`src/hw/rtl/lmi_pkg.sv`:
```
package lmi_pkg;
    localparam int SumWidthDefault = 32;
    localparam int RegWidth = 48;
    localparam int RegCount = 8;
    localparam int RegIdxWidth = 3;
    localparam int DivWidth = 64;
    localparam int DivCntWidth = 7;
    localparam int MulCycles = 4;

    localparam logic [2:0] R_CMIN = 3'd0;
    localparam logic [2:0] R_CMAX = 3'd1;
    localparam logic [2:0] R_KT = 3'd2;
    localparam logic [2:0] R_DCH = 3'd3;
    localparam logic [2:0] R_DPU = 3'd4;
    localparam logic [2:0] R_DNH = 3'd5;
    localparam logic [2:0] R_DPH = 3'd6;
    localparam logic [2:0] R_FLOOR = 3'd7;

    localparam logic [1:0] ACT_BEGIN = 2'd0;
    localparam logic [1:0] ACT_CAND = 2'd1;
    localparam logic [1:0] ACT_FINISH = 2'd2;

    localparam logic [1:0] KIND_CHARGED = 2'd0;
    localparam logic [1:0] KIND_NEUTRAL = 2'd1;
    localparam logic [1:0] KIND_PHOTON = 2'd2;

    localparam logic [1:0] SET_MUON = 2'd0;
    localparam logic [1:0] SET_BARREL = 2'd1;
    localparam logic [1:0] SET_ENDCAP = 2'd2;

    localparam logic [11:0] BarrelEtaLimit = 12'd370;
    localparam logic [12:0] PiQ = 13'd804;
    localparam logic [12:0] TwoPiQ = 13'd1608;
    // ceil(2^28 / 9): exact divide by 9 for 24-bit operands
    localparam logic [24:0] EaRecip = 25'd29826162;

    typedef enum logic [2:0] {
        ST_IDLE,
        ST_DIV_KT,
        ST_MUL,
        ST_DIV_ISO,
        ST_OUT
    } lmi_state_t;

    typedef struct packed {
        logic load_lepton;
        logic candidate;
        logic start_kt_div;
        logic start_mul;
        logic start_iso_div;
        logic finish_cone;
        logic finish_result;
    } lmi_cmd_t;

    typedef struct packed {
        logic div_done;
        logic mul_done;
        logic is_muon;
        logic result_valid;
    } lmi_status_t;

    function automatic logic [15:0] ea_lookup(input logic [11:0] ae);
        logic [15:0] v;
        if (ae < 12'd205) v = 16'd4817;
        else if (ae < 12'd333) v = 16'd4057;
        else if (ae < 12'd512) v = 16'd3047;
        else if (ae < 12'd564) v = 16'd2838;
        else if (ae < 12'd640) v = 16'd3781;
        else v = 16'd0;
        return v;
    endfunction
endpackage

```
`src/hw/rtl/lmi_ctrl.sv`:
```
module lmi_ctrl (
    input  logic                 aclk,
    input  logic                 aresetn,
    input  logic                 in_valid,
    input  logic [1:0]           in_action,
    output logic                 in_ready,
    input  logic                 out_ready,
    input  lmi_pkg::lmi_status_t status,
    output lmi_pkg::lmi_cmd_t    cmd
);
    import lmi_pkg::*;

    lmi_state_t state_reg, state_next;
    logic [1:0] mcnt_reg, mcnt_next;
    logic accept;

    assign accept = in_valid && in_ready;

    always_comb begin
        state_next = state_reg;
        mcnt_next = mcnt_reg;
        unique case (state_reg)
            ST_IDLE: begin
                if (accept && in_action == ACT_BEGIN) state_next = ST_DIV_KT;
                else if (accept && in_action == ACT_FINISH) begin
                    if (status.is_muon) begin
                        state_next = ST_MUL;
                        mcnt_next = '0;
                    end else state_next = ST_DIV_ISO;
                end
            end
            ST_DIV_KT: if (status.div_done) state_next = ST_IDLE;
            ST_MUL: begin
                mcnt_next = mcnt_reg + 1'b1;
                if (mcnt_reg == 2'(MulCycles - 1)) state_next = ST_DIV_ISO;
            end
            ST_DIV_ISO: if (status.div_done) state_next = ST_OUT;
            // quotient holds in the divider until the output register is free
            ST_OUT: if (!status.result_valid || out_ready) state_next = ST_IDLE;
            default: state_next = ST_IDLE;
        endcase
    end

    always_comb begin
        cmd = '0;
        in_ready = 1'b0;
        unique case (state_reg)
            ST_IDLE: begin
                in_ready = 1'b1;
                cmd.load_lepton = accept && in_action == ACT_BEGIN;
                cmd.start_kt_div = accept && in_action == ACT_BEGIN;
                cmd.candidate = accept && in_action == ACT_CAND;
                cmd.start_mul = accept && in_action == ACT_FINISH && status.is_muon;
                cmd.start_iso_div = accept && in_action == ACT_FINISH && !status.is_muon;
            end
            ST_DIV_KT: cmd.finish_cone = status.div_done;
            ST_MUL: cmd.start_iso_div = (mcnt_reg == 2'(MulCycles - 1));
            ST_DIV_ISO: ;
            ST_OUT: cmd.finish_result = !status.result_valid || out_ready;
            default: ;
        endcase
    end

    always_ff @(posedge aclk) begin
        if (!aresetn) begin
            state_reg <= ST_IDLE;
            mcnt_reg <= '0;
        end else begin
            state_reg <= state_next;
            mcnt_reg <= mcnt_next;
        end
    end
endmodule

```
`config.mk`:
```
export PLATFORM = sky130hd
export DESIGN_NAME = lmi_ctrl
export DESIGN_NICKNAME = d
export VERILOG_FILES = /design/src/hw/rtl/lmi_pkg.sv /design/src/hw/rtl/lmi_ctrl.sv
export SDC_FILE = /design/constraint.sdc
export NUM_CORES = 1
export LEC_CHECK = 0
export ABC_AREA = 1
export BUFFER_PORTS_ARGS = -buffer_cell sky130_fd_sc_hd__buf_4
export CAP_MARGIN = 25
export CORE_AREA = 3 3 40 42
export DETAILED_ROUTE_END_ITERATION = 16
export DIE_AREA = 0 0 43 45
export HOLD_SLACK_MARGIN = 0.03
export SLEW_MARGIN = 20
export SYNTH_ARGS = -nofsm -noshare
export SYNTH_HDL_FRONTEND = slang
export SYNTH_SLANG_ARGS = --single-unit
```
`constraint.sdc`:
```
create_clock -name aclk -period 1.75 [get_ports aclk]
set_input_delay 0.2625 -clock aclk [delete_from_list [all_inputs] [get_ports aclk]]
set_output_delay 0.2625 -clock aclk [all_outputs]
set_load 0.05 [all_outputs]
```
======== Word level (Yosys, flattened, before mapping) ========
Index checks and enable logic that the tools add are counted.
W data, S select, Z words.
storage, ports and cells
  bits in registers ....................... 5
  input bits .............................. 10
  output and inout port bits .............. 8
  logic and storage cells ................. 49
operators by class
  $add $sub $neg .......................... 1
  eq/ne operators ......................... 15
  mux-type cells .......................... 17
  reductions and logical operators ........ 14
operator list
  operator               count
  $mux W3                6
  $pmux W3 S5            1
  $ne A2 B2 Y1 const B   7
  $eq A3 B2 Y1 const B   2
  $logic_and A1 B1 Y1    6
  $mux W2                3
  $reduce_and A5 Y1      1
  $eq A2 B2 Y1 const B   2
  $mux W1                4
  $mux W4                1
  $pmux W2 S2            1
  $reduce_and A4 Y1      1
  $eq A3 B1 Y1 const B   1
  $eq A3 B3 Y1 const B   1
  $logic_not A3 Y1       1
  $ne A3 B3 Y1 const B   1
  $add A2 B1 Y2 const B  1
  $eq A2 B1 Y1 const B   1
  $logic_not A1 Y1       2
  $logic_not A2 Y1       1
  $pmux W1 S2            1
  $reduce_bool A2 Y1     1
  $logic_or A1 B1 Y1     1

======== Longest topological paths before layout ========
  depth after elaboration ................. 7
  depth in mapped cells ................... 9
  depth with buffers taken out ............ 9

======== Least setup slack after synthesis ========
Ideal clock, no wire load.
  path type ............................... flip-flop to output port
  from .................................... reg state_reg[0]
  to ...................................... out cmd[1] in the netlist's numbering
  arrival time ............................ 1.947 ns
  setup slack ............................. -0.459 ns
  cell stages (with the launch flop) ...... 3
  buffers on the path ..................... 0
  cells stage by stage .................... dfxtp_1 inv_2 nor4_1
RTL lines
  element                 RTL line        source
  from (decl)             lmi_ctrl.sv:13  lmi_state_t state_reg, state_next;
  from (signal assigned)  lmi_ctrl.sv:69  state_reg <= state_next;
  to (decl)               lmi_ctrl.sv:9   output lmi_pkg::lmi_cmd_t cmd

==> qor.yml <==
synthesis:
  syn_area_sq_um: 408
  synth.distinct_cells: 19
  synth.area.top_cells: "dfxtp_1, nand2_1, nand3_1"
  yosysWarnings: 0
  ys_seq_area_share_pct: 24.5
  synth_top_area_share_pct: 24.5
  synth_nets: 75
  synth_top_cell_by_area: "dfxtp_1"
  synth.avg_cell_area_sq_um: 6.37
  synth_seq_cells: 5
  syn_inst: 64
hold_path:
  hold_depth: 3
  hp-class: "input port to flip-flop"
  hold_end: "state_reg[1]"
  hold_start: "aresetn"
critical_path:
  r2r_cells: 7
  worstSetupPathType: "flip-flop to primary output"
  r2r-end: "state_reg[1]"
  cp_max_fo: 5
  r2r_start: "state_reg[0]"
  critPathRequiredTime_ps: 1490
  crit_chain: "nor2_4 > nand2_2 > nor2_2 > nand2_1 > inv_1 > buf_4"
  critPathLaunchType: "flip-flop"
  max_stage_delay_ps: 370
  crit_arrival_ps: 1360
  end_kind: "primary output"
  crit_slowest_cell: "dfxtp_1"
  reg2reg_slack_ps: 540
timing:
  rsz0062_at_grt: "yes"
  relSlewSlack_pct: 83.5
  finalWorstSetupSlack_ps: 126
  clock_skew_ps: 1.51
  setup_violations: 0
  post-route-period-util_pct: 92.8
  tightestPinTransition_ps: 247
  holdWs_ps: 283
  hold_violations: 0
  min_period_ps: 1620
  drv_slew: 0
  fmax_mhz: 616
routing:
  dr_total_vias: 440
  detail-route-antenna-nets: 0
  drc: 0
  avgViaCountPerCell: 4.49
  drt_iter0_markers: 4
  wl_per_cell_um: 8.70
  first_pass_iters: 4
  routed_wirelength_um: 853
cells_and_area:
  n_fill_cell: 143
  area_growth_pct: 41.1
  antenna_cells: 0
  nets: 95
  largest_reg_flops: 3
  final_util_pct: 44.8
  stdcell_count: 98
  postLayoutCellArea_sq_um: 576
  drive_above_1_share_pct: 39.8
place:
  post-place-ws_ps: 313
  portBuffers: 16
  dp_cells: 94
  gp_congestion: 0.762
  placed_cell_area_sq_um: 539
  dp_hpwl_um: 724
pwr:
  power.net_switching_w: 0.000595
  p_leak_nw: 0.317
  peakVddDrop_mv: 0.841
  power.density_mw_per_mm2: 1900
  intPower_w: 0.000498
  combPwrFrac_pct: 67.8
  p_sw_share_pct: 54.4
  seq_power_share_pct: 20.5
  p_clk_share_pct: 11.7
global_routing:
  grt_max_degree: 7
  grt_overflow_total: 0
  grt_pass1_vias: 400
  grt_pass1_wl_um: 1570
  gr-usage-all-layers_pct: 10.8
  antenna_found_initial: 0
clocking:
  clk_latency_ps: 240
  cts_buffers: 3
  ctsHoldBuffers: 0
  ctsLongestPathBuffers: 2
  clock_sinks: 5
  cts_tree: "yes"
  cts_setup_buffers: 0
  root_buffer: "clkbuf_4"
  clkTransAtPathRegs_ps: 40
  htreeDepth: 1
flow_run:
  cap_violations: 0
die:
  pin_count: 18
  fp.dieW_um: 43
  core-area_sq_mm: 0.00128
  die_area_sq_mm: 0.00194
  core.rowCount: 13
  initial_core_util_pct: 31.7
  die_h_um: 45
status:
  outcome: "completed"
cell usage after synthesis, drive strengths merged:
master,instances
a21boi,1
dfxtp,5
or2,1
buf,1
a21oi,3
nand3,8
nor4,2
nand2,15
ha,1
inv,11
o21ai,2
nor2,13
nand4,1
metrics by stage:
stage / total power (W) / setup TNS (ps)
after floorplan: 0.000795 / -909
after global placement: 0.000952 / 0
after detailed placement: 0.000951 / 0
after CTS: 0.00109 / 0
after global routing: 0.00121 / -14.3
final: 0.00109 / 0
worst max-delay path by stage:
stage,depth (start not counted),to,start
after floorplan,2,cmd[1],state_reg[0]
after global placement,6,cmd[3],state_reg[0]
after global routing,6,cmd[4],state_reg[0]
after detailed placement,6,cmd[3],state_reg[1]
after CTS,6,cmd[3],state_reg[1]
final,6,cmd[4],state_reg[0]
routing by layer:
layer  part of all wire, %  track usage (%)  wire (um)  vias to the layer above
li1                      -                -          -                      243
met1                    45             13.3        382                      179
met2                    42             16.8        361                       16
met3                    11             2.79         94                        2
met4                   1.8             7.23         15                        0
met5                     0                0          0                        -
placed cells by master (no fill, tap or decap), drive strengths merged, types with 2 or more instances in the layout:
master / instances
buf: 16
nand2: 15
nor2: 13
inv: 11
nand3: 8
dfxtp: 5
clkbuf: 4
a21oi: 3
nor4: 2
o21ai: 2
worst max-delay path: cells and delay by family (launching register included):
| family | cells | cell delay [ps] |
|---|---|---|
| buffers and inverters | 2 | 270 |
| flip-flops | 1 | 370 |
| AND/OR/NAND/NOR | 4 | 480 |
kinds of logic after synthesis:
| family | share of synthesized area, % |
|---|---|
| AO/OA/AOI/OAI | 10.7 |
| adder cells (fa/ha/maj) | 3.07 |
| buffers and inverters | 12.0 |
| flip-flops | 24.5 |
| AND/OR/NAND/NOR | 49.7 |
power groups by stage:
| stage | clock [W] | combinational [W] | sequential [W] |
|---|---|---|---|
| after global placement | 0 | 0.000738 | 0.000214 |
| final | 0.000128 | 0.000740 | 0.000224 |
| after floorplan | 0 | 0.000593 | 0.000202 |
| after global routing | 0.000144 | 0.000832 | 0.000234 |
| after detailed placement | 0 | 0.000737 | 0.000214 |
| after CTS | 0.000136 | 0.000741 | 0.000213 |
timing repair:
action,CTS,global route
endpoints found under the setup margin,0,5
resized for setup,0,3
endpoints found under the hold margin,0,0
final cells by class:
type,instances,area (sq um),share of cell area (%)
Inverter,11,41.3,7.17
Clock buffer,4,26.3,4.57
Sequential cell,5,101,17.6
Timing Repair Buffer,16,124,21.5
Tap cell,15,18.8,3.26
Multi-Input combinational cell,47,264,45.9
Power figures use the tool's default switching activity.
